**src/sv/rsad_pkg.sv**
```systemverilog
// Package with the item types, constants and codes of the range sensor avoidance drive unit.
package rsad_pkg;

  // Drive mode codes as carried in the result item.
  typedef enum logic [1:0] {
    MODE_REVERSE  = 2'd0,
    MODE_STRAIGHT = 2'd1,
    MODE_AVOID    = 2'd2
  } drive_mode_e;

  // Configuration register indexes.
  typedef enum logic [2:0] {
    REG_CLEAR_DISTANCE   = 3'd0,
    REG_OPEN_DISTANCE    = 3'd1,
    REG_CROWD_DISTANCE   = 3'd2,
    REG_REVERSE_DURATION = 3'd3,
    REG_REVERSE_HOLDOFF  = 3'd4
  } cfg_reg_e;

  // Register reset values.
  localparam logic [15:0] CLEAR_DISTANCE_RST   = 16'd100;
  localparam logic [15:0] OPEN_DISTANCE_RST    = 16'd1000;
  localparam logic [15:0] CROWD_DISTANCE_RST   = 16'd250;
  localparam logic [15:0] REVERSE_DURATION_RST = 16'd1000;
  localparam logic [15:0] REVERSE_HOLDOFF_RST  = 16'd3000;

  // cos(30 deg) in Q16.
  localparam logic [15:0] COS30_Q16 = 16'd56756;

  // Blocked time limit: BLOCK_NUM / speed ms, clamped to the short and long limits.
  localparam int BLOCK_NUM      = 5000;
  localparam int LIMIT_LONG_MS  = 200;
  localparam int LIMIT_SHORT_MS = 30;
  localparam int SPEED_LONG_LIM  = BLOCK_NUM / LIMIT_LONG_MS;   // below: long limit
  localparam int SPEED_SHORT_LIM = BLOCK_NUM / LIMIT_SHORT_MS;  // above: short limit

  // Speed commands in thousandths.
  localparam logic signed [10:0] SPEED_REVERSE = -11'sd300;
  localparam logic signed [10:0] SPEED_OPEN    = 11'sd750;
  localparam logic signed [10:0] SPEED_MIN     = 11'sd300;
  localparam logic signed [10:0] SPEED_MAX     = 11'sd750;

  // Turn commands in thousandths.
  localparam logic signed [13:0] TURN_FULL  = 14'sd7000;
  localparam logic signed [13:0] TURN_CROWD = 14'sd3000;
  localparam logic signed [13:0] TURN_GAIN  = 14'sd14;
  localparam int DIFF_REVERSE = 150;
  localparam int DIFF_AVOID   = 500;

  // Blink periods in ms.
  localparam logic [9:0] BLINK_REVERSE  = 10'd100;
  localparam logic [9:0] BLINK_STRAIGHT = 10'd1000;
  localparam logic [9:0] BLINK_AVOID    = 10'd333;

  // One input item.
  typedef struct packed {
    logic [15:0] dist_far_right;
    logic [15:0] dist_mid_right;
    logic [15:0] dist_center;
    logic [15:0] dist_mid_left;
    logic [15:0] dist_far_left;
    logic [31:0] time_ms;
  } rsad_item_t;

  // Configuration registers.
  typedef struct packed {
    logic [15:0] clear_distance_mm;
    logic [15:0] open_distance_mm;
    logic [15:0] crowd_distance_mm;
    logic [15:0] reverse_duration_ms;
    logic [15:0] reverse_holdoff_ms;
  } rsad_cfg_t;

  // Per-item results that depend on the ranges and configuration only.
  typedef struct packed {
    logic               clear_ok;
    logic               open_ok;
    logic signed [13:0] reverse_turn;
    logic signed [10:0] avoid_speed;
    logic signed [13:0] avoid_turn;
  } rsad_feat_t;

endpackage

```
**src/sv/rsad_feat.sv**
```systemverilog
// Range evaluation: clear path, open sides and the candidate reverse and avoidance commands.
module rsad_feat
  import rsad_pkg::*;
(
  input  rsad_item_t item_i,
  input  rsad_cfg_t  cfg_i,
  output rsad_feat_t feat_o
);

  logic [31:0]        clear_lim;
  logic [31:0]        mid_left_prod;
  logic [31:0]        mid_right_prod;
  logic signed [16:0] rev_diff;
  logic signed [16:0] avoid_diff;
  logic signed [9:0]  avoid_clamped;
  logic signed [13:0] avoid_scaled;
  logic               crowded;
  logic [15:0]        min_a;
  logic [15:0]        min_b;
  logic [15:0]        min_c;
  logic [15:0]        min_all;

  // The angled sensors see the path through cos(30 deg).
  assign clear_lim      = {cfg_i.clear_distance_mm, 16'h0000};
  assign mid_left_prod  = {16'h0000, item_i.dist_mid_left} * {16'h0000, COS30_Q16};
  assign mid_right_prod = {16'h0000, item_i.dist_mid_right} * {16'h0000, COS30_Q16};

  assign feat_o.clear_ok = (item_i.dist_center > cfg_i.clear_distance_mm)
                         && (mid_left_prod > clear_lim)
                         && (mid_right_prod > clear_lim);

  assign feat_o.open_ok = (item_i.dist_far_left > cfg_i.open_distance_mm)
                        && (item_i.dist_mid_left > cfg_i.open_distance_mm)
                        && (item_i.dist_mid_right > cfg_i.open_distance_mm)
                        && (item_i.dist_far_right > cfg_i.open_distance_mm);

  assign crowded = (item_i.dist_far_left < cfg_i.crowd_distance_mm)
                 && (item_i.dist_far_right < cfg_i.crowd_distance_mm);

  // Reverse turn: a far-sensor difference of DIFF_REVERSE or more either way gives a full turn, else none.
  assign rev_diff = $signed({1'b0, item_i.dist_far_left}) - $signed({1'b0, item_i.dist_far_right});

  always_comb begin
    if (rev_diff >= 17'(DIFF_REVERSE)) begin
      feat_o.reverse_turn = TURN_FULL;
    end else if (rev_diff <= -17'(DIFF_REVERSE)) begin
      feat_o.reverse_turn = -TURN_FULL;
    end else begin
      feat_o.reverse_turn = 14'sd0;
    end
  end

  // Smallest range over all five sensors.
  assign min_a   = (item_i.dist_mid_left < item_i.dist_far_left) ?
                   item_i.dist_mid_left : item_i.dist_far_left;
  assign min_b   = (item_i.dist_mid_right < item_i.dist_center) ?
                   item_i.dist_mid_right : item_i.dist_center;
  assign min_c   = (min_b < min_a) ? min_b : min_a;
  assign min_all = (item_i.dist_far_right < min_c) ? item_i.dist_far_right : min_c;

  // Avoidance speed is twice the smallest range, clamped.
  always_comb begin
    if (min_all < 16'(SPEED_MIN / 2)) begin
      feat_o.avoid_speed = SPEED_MIN;
    end else if (min_all > 16'(SPEED_MAX / 2)) begin
      feat_o.avoid_speed = SPEED_MAX;
    end else begin
      feat_o.avoid_speed = $signed({min_all[9:0], 1'b0});
    end
  end

  // Avoidance turn follows the angled sensor difference.
  assign avoid_diff = $signed({1'b0, item_i.dist_mid_right})
                    - $signed({1'b0, item_i.dist_mid_left});

  always_comb begin
    if (avoid_diff > 17'(DIFF_AVOID)) begin
      avoid_clamped = 10'(DIFF_AVOID);
    end else if (avoid_diff < -17'(DIFF_AVOID)) begin
      avoid_clamped = -10'(DIFF_AVOID);
    end else begin
      avoid_clamped = avoid_diff[9:0];
    end
  end

  assign avoid_scaled = 14'(avoid_clamped) * TURN_GAIN;

  // With both outer sensors crowded the turn gets the tighter limit.
  always_comb begin
    if (crowded && (avoid_scaled > TURN_CROWD)) begin
      feat_o.avoid_turn = TURN_CROWD;
    end else if (crowded && (avoid_scaled < -TURN_CROWD)) begin
      feat_o.avoid_turn = -TURN_CROWD;
    end else begin
      feat_o.avoid_turn = avoid_scaled;
    end
  end

endmodule

```
**src/sv/range_sensor_avoidance_drive_unit.sv**
```systemverilog
// Top level of the range sensor avoidance drive unit: item pipeline, drive state and config.
// Path: an input item loads into the input register at the accepting edge, then passes
// through the range evaluation register and the result register.
// Throughput: one item per cycle while the result output is not held back; the drive state
// is updated in the decision stage, so each item sees the state left by the one before it.
// Reset clears the pipeline, the drive state and loads the register defaults.
module range_sensor_avoidance_drive_unit
  import rsad_pkg::*;
(
  input  logic         clk_i,
  input  logic         rst_ni,
  // Input items.
  input  logic         s_axis_tvalid,
  output logic         s_axis_tready,
  // tdata from bit 0: time_ms[32], dist_far_left[16], dist_mid_left[16],
  // dist_center[16], dist_mid_right[16], dist_far_right[16]
  input  logic [111:0] s_axis_tdata,
  // Result items.
  output logic         m_axis_tvalid,
  input  logic         m_axis_tready,
  // tdata from bit 0: drive_mode[2], speed_milli[11], turn_milli[14],
  // blink_period_ms[10], zero fill[3]
  output logic [39:0]  m_axis_tdata,
  // Configuration writes.
  input  logic         cfg_valid_i,
  output logic         cfg_ready_o,
  input  logic [2:0]   cfg_index_i,
  input  logic [15:0]  cfg_data_i
);

  rsad_cfg_t  cfg_q;
  rsad_item_t item_q;
  logic       in_valid_q;
  rsad_feat_t feat_w;
  rsad_feat_t feat_q;
  logic [31:0] time2_q;
  logic        dec_valid_q;

  logic        out_valid_q;
  drive_mode_e mode_q;
  logic signed [10:0] speed_q;
  logic signed [13:0] turn_q;
  logic [9:0]  blink_q;

  logic [31:0] clear_path_time_q, clear_path_time_d;
  logic [31:0] reverse_deadline_q, reverse_deadline_d;
  logic [31:0] reverse_seen_time_q, reverse_seen_time_d;
  logic signed [10:0] prior_speed_q;

  logic out_ready;
  logic dec_ready;
  logic in_ready;
  logic dec_fire;

  logic [31:0] blocked_elapsed;
  logic [39:0] blocked_prod;
  logic        blocked;
  logic        trigger;
  logic        reversing;
  drive_mode_e mode_d;
  logic signed [10:0] speed_d;
  logic signed [13:0] turn_d;
  logic [9:0]  blink_d;

  // Each stage moves on when it is empty or the stage after it moves.
  assign out_ready     = !out_valid_q || m_axis_tready;
  assign dec_ready     = !dec_valid_q || out_ready;
  assign in_ready      = !in_valid_q || dec_ready;
  assign s_axis_tready = in_ready;
  assign dec_fire      = dec_valid_q && out_ready;
  assign cfg_ready_o   = 1'b1;

  // Configuration registers.
  always_ff @(posedge clk_i or negedge rst_ni) begin
    if (!rst_ni) begin
      cfg_q.clear_distance_mm   <= CLEAR_DISTANCE_RST;
      cfg_q.open_distance_mm    <= OPEN_DISTANCE_RST;
      cfg_q.crowd_distance_mm   <= CROWD_DISTANCE_RST;
      cfg_q.reverse_duration_ms <= REVERSE_DURATION_RST;
      cfg_q.reverse_holdoff_ms  <= REVERSE_HOLDOFF_RST;
    end else if (cfg_valid_i) begin
      case (cfg_index_i)
        REG_CLEAR_DISTANCE:   cfg_q.clear_distance_mm   <= cfg_data_i;
        REG_OPEN_DISTANCE:    cfg_q.open_distance_mm    <= cfg_data_i;
        REG_CROWD_DISTANCE:   cfg_q.crowd_distance_mm   <= cfg_data_i;
        REG_REVERSE_DURATION: cfg_q.reverse_duration_ms <= cfg_data_i;
        REG_REVERSE_HOLDOFF:  cfg_q.reverse_holdoff_ms  <= cfg_data_i;
        default: ;
      endcase
    end
  end

  // Input register.
  always_ff @(posedge clk_i or negedge rst_ni) begin
    if (!rst_ni) begin
      in_valid_q <= 1'b0;
    end else if (in_ready) begin
      in_valid_q <= s_axis_tvalid;
    end
  end

  always_ff @(posedge clk_i) begin
    if (in_ready && s_axis_tvalid) begin
      item_q <= s_axis_tdata;
    end
  end

  rsad_feat u_feat (
    .item_i (item_q),
    .cfg_i  (cfg_q),
    .feat_o (feat_w)
  );

  // Range evaluation register.
  always_ff @(posedge clk_i or negedge rst_ni) begin
    if (!rst_ni) begin
      dec_valid_q <= 1'b0;
    end else if (dec_ready) begin
      dec_valid_q <= in_valid_q;
    end
  end

  always_ff @(posedge clk_i) begin
    if (dec_ready && in_valid_q) begin
      feat_q  <= feat_w;
      time2_q <= item_q.time_ms;
    end
  end

  // Clear path time and time blocked since then.
  assign clear_path_time_d = feat_q.clear_ok ? time2_q : clear_path_time_q;
  assign blocked_elapsed   = time2_q - clear_path_time_d;
  assign blocked_prod      = {8'h00, blocked_elapsed} * {32'h0000_0000, prior_speed_q[7:0]};

  // Blocked limit of BLOCK_NUM / speed ms, clamped, compared by cross-multiplying.
  always_comb begin
    if (prior_speed_q <= 11'sd0) begin
      blocked = (prior_speed_q == 11'sd0) ? (blocked_elapsed > 32'(LIMIT_LONG_MS))
                                          : (blocked_elapsed > 32'(LIMIT_SHORT_MS));
    end else if (prior_speed_q < 11'(SPEED_LONG_LIM)) begin
      blocked = blocked_elapsed > 32'(LIMIT_LONG_MS);
    end else if (prior_speed_q > 11'(SPEED_SHORT_LIM)) begin
      blocked = blocked_elapsed > 32'(LIMIT_SHORT_MS);
    end else begin
      blocked = blocked_prod > 40'(BLOCK_NUM);
    end
  end

  // Reverse trigger and release.
  assign trigger = blocked && (reverse_deadline_q == 32'd0)
                 && ((time2_q - reverse_seen_time_q) > 32'(cfg_q.reverse_holdoff_ms));

  always_comb begin
    if (trigger) begin
      reverse_deadline_d = time2_q + 32'(cfg_q.reverse_duration_ms);
    end else if (reverse_deadline_q < time2_q) begin
      reverse_deadline_d = 32'd0;
    end else begin
      reverse_deadline_d = reverse_deadline_q;
    end
  end

  assign reversing           = time2_q < reverse_deadline_d;
  assign reverse_seen_time_d = reversing ? time2_q : reverse_seen_time_q;

  // Command selection.
  always_comb begin
    if (reversing) begin
      mode_d  = MODE_REVERSE;
      speed_d = SPEED_REVERSE;
      turn_d  = feat_q.reverse_turn;
      blink_d = BLINK_REVERSE;
    end else if (feat_q.open_ok) begin
      mode_d  = MODE_STRAIGHT;
      speed_d = SPEED_OPEN;
      turn_d  = 14'sd0;
      blink_d = BLINK_STRAIGHT;
    end else begin
      mode_d  = MODE_AVOID;
      speed_d = feat_q.avoid_speed;
      turn_d  = feat_q.avoid_turn;
      blink_d = BLINK_AVOID;
    end
  end

  // Drive state, updated once per decided item.
  always_ff @(posedge clk_i or negedge rst_ni) begin
    if (!rst_ni) begin
      clear_path_time_q   <= 32'd0;
      reverse_deadline_q  <= 32'd0;
      reverse_seen_time_q <= 32'd0;
      prior_speed_q       <= 11'sd0;
    end else if (dec_fire) begin
      clear_path_time_q   <= clear_path_time_d;
      reverse_deadline_q  <= reverse_deadline_d;
      reverse_seen_time_q <= reverse_seen_time_d;
      prior_speed_q       <= speed_d;
    end
  end

  // Result register.
  always_ff @(posedge clk_i or negedge rst_ni) begin
    if (!rst_ni) begin
      out_valid_q <= 1'b0;
    end else if (out_ready) begin
      out_valid_q <= dec_valid_q;
    end
  end

  always_ff @(posedge clk_i) begin
    if (dec_fire) begin
      mode_q  <= mode_d;
      speed_q <= speed_d;
      turn_q  <= turn_d;
      blink_q <= blink_d;
    end
  end

  assign m_axis_tvalid = out_valid_q;
  assign m_axis_tdata  = {3'b000, blink_q, turn_q, speed_q, mode_q};

  // A reverse result only ever turns fully or not at all.
  assert property (@(posedge clk_i) disable iff (!rst_ni)
    (out_valid_q && (mode_q == MODE_REVERSE)) |->
      ((turn_q == TURN_FULL) || (turn_q == -TURN_FULL) || (turn_q == 14'sd0)))
    else $error("reverse turn outside full or zero");

  // A decided reverse item records its time as the last reverse time.
  assert property (@(posedge clk_i) disable iff (!rst_ni)
    (dec_fire && reversing) |=> (reverse_seen_time_q == $past(time2_q)))
    else $error("reverse time not recorded");

  // An empty input register always takes a new item.
  assert property (@(posedge clk_i) disable iff (!rst_ni)
    !in_valid_q |-> s_axis_tready)
    else $error("input stalled while empty");

  // The prior speed is always zero, as after reset, or one of the commanded speeds.
  assert property (@(posedge clk_i) disable iff (!rst_ni)
    (prior_speed_q == 11'sd0) || (prior_speed_q == SPEED_REVERSE)
      || ((prior_speed_q >= SPEED_MIN) && (prior_speed_q <= SPEED_MAX)))
    else $error("prior speed out of range");

endmodule
```
**config.mk**
```make
export PLATFORM = sky130hd
export DESIGN_NAME = range_sensor_avoidance_drive_unit
export DESIGN_NICKNAME = d
export VERILOG_FILES = /design/src/sv/rsad_pkg.sv /design/src/sv/rsad_feat.sv /design/src/sv/range_sensor_avoidance_drive_unit.sv
export SDC_FILE = /design/constraint.sdc
export NUM_CORES = 2
export LEC_CHECK = 0
export BUFFER_PORTS_ARGS = -buffer_cell sky130_fd_sc_hd__buf_4
export CAP_MARGIN = 10
export CORE_MARGIN = 2
export CORE_UTILIZATION = 55
export CTS_CLUSTER_DIAMETER = 120
export DETAILED_ROUTE_END_ITERATION = 10
export PLACE_DENSITY = 0.78
export SETUP_SLACK_MARGIN = 0.4
export SLEW_MARGIN = 20
export SYNTH_ARGS = -nofsm -noshare
export SYNTH_HDL_FRONTEND = slang
export SYNTH_HIERARCHICAL = 1
export SYNTH_SLANG_ARGS = --single-unit
export TNS_END_PERCENT = 10
```
**constraint.sdc**
```tcl
create_clock -name clk_i -period 24.7 [get_ports clk_i]
set_clock_uncertainty 0.05 [all_clocks]
set_input_delay 3.705 -clock clk_i [delete_from_list [all_inputs] [get_ports clk_i]]
set_output_delay 3.705 -clock clk_i [all_outputs]
set_load 0.01 [all_outputs]
```
Word-level counts from Yosys, hierarchy flattened
Index checks and enable logic that the tools add are counted.
{"block": "classes", "multipliers": 4, "n_reduce_logical": 30, "bitwise": 0, "eq_ne": 4, "add_sub_neg": 5, "n_div": 0, "mux": 22, "n_lt_le_gt_ge": 30, "n_shift": 0}
{"operator": "16-bit less-than comparator", "n": 6}
{"operator": "32-bit 2-to-1 mux", "n": 3}
{"operator": "16-bit greater-than comparator", "n": 5}
{"operator": "32-bit greater-than comparator", "n": 2}
{"operator": "32-bit less-than comparator", "n": 2}
{"operator": "16-bit 2-to-1 mux", "n": 4}
{"operator": "32-bit subtractor", "n": 2}
{"operator": "16-bit by 14-bit multiplier with 30-bit output, second input constant", "n": 2}
{"operator": "14-bit 2-to-1 mux", "n": 4}
{"operator": "40-bit by 13-bit greater-than comparator with 1-bit output, second input constant", "n": 1}
{"operator": "32-bit by 8-bit multiplier with 40-bit output", "n": 1}
{"operator": "10-bit 2-to-1 mux", "n": 4}
{"operator": "16-bit by 16-bit subtractor with 17-bit output", "n": 2}
{"operator": "32-bit by 16-bit adder with 32-bit output", "n": 1}
{"operator": "32-bit by 16-bit greater-than comparator with 1-bit output", "n": 1}
{"operator": "32-bit by 5-bit greater-than comparator with 1-bit output, second input constant", "n": 1}
{"operator": "32-bit by 8-bit greater-than comparator with 1-bit output, second input constant", "n": 1}
{"operator": "32-bit zero test", "n": 1}
{"operator": "11-bit 2-to-1 mux", "n": 2}
{"operator": "17-bit by 9-bit greater-or-equal comparator with 1-bit output, second input constant", "n": 1}
{"operator": "17-bit by 10-bit greater-than comparator with 1-bit output, second input constant", "n": 1}
{"operator": "17-bit by 9-bit less-or-equal comparator with 1-bit output, second input constant", "n": 1}
{"operator": "17-bit by 10-bit less-than comparator with 1-bit output, second input constant", "n": 1}
{"operator": "16-bit by 9-bit greater-than comparator with 1-bit output, second input constant", "n": 1}
{"operator": "other kinds (19)", "n": 45}
{"block": "word_totals", "elab_cells": 125, "ramBits": 0, "out_inout_bits": 43, "reg_bits": 412, "latch_bits": 0, "romBits": 0, "input_bits": 136, "memories": 0}

Depth between registers and ports, before layout
{"block": "logic_depth", "ltp_word": 12, "mapped_depth": 52, "mapped_depth_nobuf": 45}

Hierarchy
The synthesis kept the hierarchy.
{"mod": "range_sensor_avoidance_drive_unit", "instances": 1, "cells_per_inst": 2862, "area_each_um2": 29904.9, "seq_area_each_um2": 11245.8}
{"mod": "rsad_feat", "instances": 1, "cells_per_inst": 2172, "area_each_um2": 18441.4, "seq_area_each_um2": 0.0}

Worst setup path before layout
Ideal clock, no wire load.
{"block": "synth_path", "path_type": "reg2reg", "start": "reg feat_q[40] (netlist name)", "end": "reg turn_q[10], data pin", "path_stages_with_launch": 47, "setup_ns": 0.262, "synth_period_minus_slack_ns": 10.829, "t_arrival_ns": 10.517, "slack_ns": 13.871, "cell_sequence": "edfxtp_1 clkbuf_1 buf_1 mux2i_1 fa_1 a211oi_1 o21bai_1 o21ai_1 o41a_2 a21oi_1 a21boi_0 xnor2_1 and2_1 fa_1 fa_1 fa_1 inv_1 fa_1 (+11 left out) nor4_2 nor3_1 clkbuf_1 clkbuf_1 a22oi_1 ha_1 a21o_1 a21o_1 a21oi_1 o21ai_0 and3_1 a221oi_1 o211ai_1 nor2b_1 buf_2 inv_6 buf_8 mux2_1"}
{"block": "synth_between", "elab_chain_cells": 12, "elab_cells_between_ends": 15, "classes_between": "1 x add/sub; 1 x mul; 4 x order compare; 7 x mux; 2 x reduce/logical"}
{"item": "start: declaration", "line": "range_sensor_avoidance_drive_unit.sv:35", "source": "rsad_feat_t feat_q;"}
{"item": "start signal: assignment", "line": "range_sensor_avoidance_drive_unit.sv:125", "source": "feat_q <= feat_w;"}
{"item": "32-bit 2-to-1 mux *", "line": "range_sensor_avoidance_drive_unit.sv:131", "source": "assign clear_path_time_d = feat_q.clear_ok ? time2_q : clear_path_time_q;"}
{"item": "32-bit subtractor *", "line": "range_sensor_avoidance_drive_unit.sv:132", "source": "assign blocked_elapsed = time2_q - clear_path_time_d;"}
{"item": "32-bit by 8-bit multiplier with 40-bit output", "line": "range_sensor_avoidance_drive_unit.sv:133", "source": "assign blocked_prod = {8'h00, blocked_elapsed} * {32'h0000_0000, prior_speed_q[7:0]};"}
{"item": "40-bit by 13-bit greater-than comparator with 1-bit output", "line": "range_sensor_avoidance_drive_unit.sv:145", "source": "blocked = blocked_prod > 40'(BLOCK_NUM);"}
{"item": "1-bit 2-to-1 mux", "line": "range_sensor_avoidance_drive_unit.sv:142", "source": "end else if (prior_speed_q > 11'(SPEED_SHORT_LIM)) begin"}
{"item": "1-bit 2-to-1 mux", "line": "range_sensor_avoidance_drive_unit.sv:140", "source": "end else if (prior_speed_q < 11'(SPEED_LONG_LIM)) begin"}
{"item": "1-bit 2-to-1 mux *", "line": "range_sensor_avoidance_drive_unit.sv:137", "source": "if (prior_speed_q <= 11'sd0) begin"}
{"item": "1-bit logical AND *", "line": "range_sensor_avoidance_drive_unit.sv:150", "source": "assign trigger = blocked && (reverse_deadline_q == 32'd0)"}
{"item": "1-bit logical AND *", "line": "range_sensor_avoidance_drive_unit.sv:151", "source": "&& ((time2_q - reverse_seen_time_q) > 32'(cfg_q.reverse_holdoff_ms));"}
{"item": "32-bit 2-to-1 mux *", "line": "range_sensor_avoidance_drive_unit.sv:154", "source": "if (trigger) begin"}
{"item": "32-bit less-than comparator *", "line": "range_sensor_avoidance_drive_unit.sv:163", "source": "assign reversing = time2_q < reverse_deadline_d;"}
{"item": "14-bit 2-to-1 mux *", "line": "range_sensor_avoidance_drive_unit.sv:168", "source": "if (reversing) begin"}
{"item": "named net turn_d[10]", "line": "range_sensor_avoidance_drive_unit.sv:62", "source": "logic signed [13:0] turn_d;"}
{"item": "end signal: assignment", "line": "range_sensor_avoidance_drive_unit.sv:214", "source": "turn_q <= turn_d;"}
{"item": "end: declaration", "line": "range_sensor_avoidance_drive_unit.sv:42", "source": "logic signed [13:0] turn_q;"}
The timed path passes the listed nets; every way through them passes the cells marked *.
A chain may end at the register's enable or synchronous reset.

Worst setup path in the final report
{"block": "layout_path", "start": "reg feat_q[40] (netlist name)", "end": "reg reverse_seen_time_q[31]"}
{"block": "layout_between", "elab_chain_cells": 12, "elab_cells_between_ends": 15, "classes_between": "1 x add/sub; 1 x mul; 4 x order compare; 6 x mux; 3 x reduce/logical"}
{"item": "32-bit 2-to-1 mux *", "line": "range_sensor_avoidance_drive_unit.sv:131"}
{"item": "named net clear_path_time_d[0]", "line": "range_sensor_avoidance_drive_unit.sv:45", "source": "logic [31:0] clear_path_time_q, clear_path_time_d;"}
{"item": "32-bit subtractor *", "line": "range_sensor_avoidance_drive_unit.sv:132"}
{"item": "32-bit by 8-bit multiplier with 40-bit output", "line": "range_sensor_avoidance_drive_unit.sv:133"}
{"item": "40-bit by 13-bit greater-than comparator with 1-bit output", "line": "range_sensor_avoidance_drive_unit.sv:145"}
{"item": "1-bit 2-to-1 mux", "line": "range_sensor_avoidance_drive_unit.sv:142"}
{"item": "1-bit 2-to-1 mux", "line": "range_sensor_avoidance_drive_unit.sv:140"}
{"item": "1-bit 2-to-1 mux *", "line": "range_sensor_avoidance_drive_unit.sv:137"}
{"item": "1-bit logical AND *", "line": "range_sensor_avoidance_drive_unit.sv:150"}
{"item": "1-bit logical AND *", "line": "range_sensor_avoidance_drive_unit.sv:151"}
{"item": "32-bit 2-to-1 mux *", "line": "range_sensor_avoidance_drive_unit.sv:154"}
{"item": "32-bit less-than comparator *", "line": "range_sensor_avoidance_drive_unit.sv:163"}
{"item": "2-bit AND reduction (no source line) *"}
{"item": "end signal: assignment", "line": "range_sensor_avoidance_drive_unit.sv:196", "source": "reverse_seen_time_q <= reverse_seen_time_d;"}
{"item": "end: declaration", "line": "range_sensor_avoidance_drive_unit.sv:47", "source": "logic [31:0] reverse_seen_time_q, reverse_seen_time_d;"}
Marks and branches as above.

==> run_results.csv <==
group,metric,value,unit
status,status,"finished clean",
placement,globalplace.congestion,0.9633,
grt,grt_usage,29.69,%
timing,tns,0,ns
timing,fmaxAchievable,0.07668,GHz
clock_network,clk_pin_slew,0.06,ns
setup_path,critPathArrivalTime,13.51,ns
clock_network,cts_htree_levels,2,
clock_network,cts_hold_buf,0,
placement,dp_hpwl,104600,µm
timing,setup_violations,0,
clock_network,cts-root-buf,"clkbuf_16",
layout,design_area,52440,µm²
grt,globalRouteOverflowTotal,0,
placement,portBuffers,171,
grt,grt_use_met3,3.939,%
synthesis,yosys_warnings,6,
synthesis,yosysUniqueCellTypes,118,
timing,fin_crit_sh,52.80,%
die,fp.dieW,300.5,µm
detailed_routing,drcViolationCount,0,
detailed_routing,vias_per_cell,5.988,
grt,grtUsageMet1,39.30,%
synthesis,synth_edf_count,215,
clock_network,postCtsResizedCells,0,
setup_path,critical-path-top-delay-family,"compound AO/OA/AOI/OAI gates",
timing,relSlewSlack,17.93,%
clock_network,insertion_delay,0.64,ns
setup_path,path_common_cell,"fa_1",
detailed_routing,first_pass_iters,8,
setup_path,critPathRequiredTime,25.17,ns
setup_path,max_stage_delay,0.80,ns
layout,area.growth.synth_to_final,8.473,%
layout,most-common-layout-cells,"inv_1 (729), ha_1 (682), fa_1 (394)",
synthesis,synth_area,48350,µm²
die,dieArea,90290,µm²
layout,diodes,0,
placement,placed_cell_area,50710,µm²
clock_network,clkSinkCount,405,
setup_path,path_class,"flip-flop to flip-flop",
detailed_routing,ant_nets,0,
timing,drv_slew,0,
synthesis,synth-seq-cells,405,
grt,grt_pass1_wl,211000,µm
layout,final_common_cell,"inv_1",
flow_run,cap_viol_max_count,0,
setup_path,crit_path_start_kind,"flip-flop",
detailed_routing,drt_iter0_markers,3088,
die,rows,108,
die,coreArea,86890,µm²
grt,met2_usage,49.70,%
synthesis,avgSynthCellArea,9.604,µm²
grt,grt_pass1_vias,38460,
die,die_h,300.5,µm
clock_network,cts_setup_buffers,0,
grt,antenna_found_initial,1,
die,ioPinCount,179,
synthesis,synth_ff_type,"edfxtp_1",
synthesis,synth_cells,5034,
timing,min_period,13.04,ns
layout,drive_above_1_share,9.609,%
die,start_util,55.64,%
setup_path,crit_slowest_cell,"nor4_2",
detailed_routing,vias,38010,
layout,nNetsFinal,6365,
grt,grt_max_degree,118,
clock_network,cts_tree,"yes",
hold_path,min_path_type,"flip-flop to flip-flop",
synthesis,ys_async_sr_fraction,46.91,%
setup_path,endpoint_kind,"flip-flop",
detailed_routing,wire_per_inst,20.96,µm
timing,rsz0062_at_grt,"false",
clock_network,cts_buffer_depth,3,
clock_network,numCtsBuffers,49,
detailed_routing,wl,133100,µm
timing,max_slew.worst_pin.slew,1.200,ns
timing,hold_viol_final,0,
synthesis,ys_seq_area_share,23.26,%
setup_path,crit_fanout,57,
setup_path,worstPathBufferInverterCount,5,
grt,grt-busiest-layer,"met2",
## synthesized netlist by cell type, drive strengths merged, types with 80 or more instances
cell / instances / area share [%]
inv: 730 / 5.7
nand2: 297 / 2.3
dfrtp: 162 / 8.4
a21oi: 272 / 2.9
o21ai: 248 / 2.6
nor2: 202 / 1.6
ha: 682 / 18
clkbuf: 95 / 0.74
xnor2: 123 / 2.3
fa: 394 / 16
nor3: 80 / 0.85
mux2: 97 / 2.3
a21o: 97 / 1.5
and2: 204 / 2.6
edfxtp: 215 / 13
mux2i: 93 / 2.0
nor2b: 96 / 1.3
## kinds of logic after synthesis
kind of cell	after synthesis	share of synthesized area, %
AO/OA/AOI/OAI	1056	14.56
XOR/XNOR	176	3.263
adder cells (fa/ha/maj)	1076	33.96
buffers and inverters	884	7.223
flip-flops	405	23.26
multiplexers	190	4.211
other	3	0.02329
AND/OR/NAND/NOR	1244	13.49
## metrics by stage
step / worst slack (ns) / hold WS [ns] / instances / util, %
after floorplan: 13.87 / 0.3503 / 5044 / -
after global placement: 12.07 / 0.3508 / 6256 / 58.36
after detailed placement: 11.83 / 0.3551 / 6256 / 58.37
after CTS: 11.76 / 0.3694 / 6347 / 60.32
after global routing: 10.90 / 0.3745 / 6348 / 60.36
final: 11.66 / 0.3677 / 6348 / 60.36
## cell type report
type	count	area, µm²
Fill cell	7321	34450
Multi-Input combinational cell	3755	33700
Sequential cell	405	11250
Inverter	731	2749
Timing Repair Buffer	211	1610
Tap cell	1155	1445
Clock buffer	60	1311
Clock inverter	31	385.4
## worst reg2reg max path: cells and delay by family (launching register included)
| family | cells | cell delay [ns] |
|---|---|---|
| simple gates | 10 | 2.49 |
| buf+inv | 5 | 0.95 |
| mux | 2 | 1.02 |
| compound gates | 19 | 4.38 |
| xor+xnor | 1 | 0.64 |
| flops | 1 | 0.32 |
| fa+ha+maj | 8 | 3.11 |
## layer usage
| layer | part of all wire, % | vias to the layer above |
|---|---|---|
| met5 | 0 | - |
| met4 | 4.1 | 0 |
| met3 | 6.8 | 294 |
| met2 | 47 | 1342 |
| met1 | 42 | 18600 |
| li1 | - | 17780 |
## flip-flops by register name (all words and copies together), names as in the netlist, 11 cells and up
name and count:
prior_speed_q 11, reverse_seen_time_q 32, time2_q 32, item_q 112, speed_q 11, cfg_q 80
reverse_deadline_q 32, clear_path_time_q 32, turn_q 14, feat_q 41
## final timing paths
path                       slack, ns                                  end  cells past startpoint                  from
setup / recovery               11.66  reverse_seen_time_q[31]$_DFFE_PN0P_                     45  feat_q[40]$_DFFE_PP_
hold / removal                  0.37                time2_q[21]$_DFFE_PP_                      0  item_q[21]$_DFFE_PP_
setup reg to reg               11.66  reverse_seen_time_q[31]$_DFFE_PN0P_                     45  feat_q[40]$_DFFE_PP_
hold reg to reg                 0.37                time2_q[21]$_DFFE_PP_                      0  item_q[21]$_DFFE_PP_
max in group asynchronous      19.90                cfg_q[60]$_DFFE_PN0P_                      3                rst_ni
min in group asynchronous       2.91  reverse_seen_time_q[20]$_DFFE_PN0P_                      1                rst_ni
Power is not shown: default switching activity piles up to over one toggle a cycle in this logic, so the estimate is an artifact.
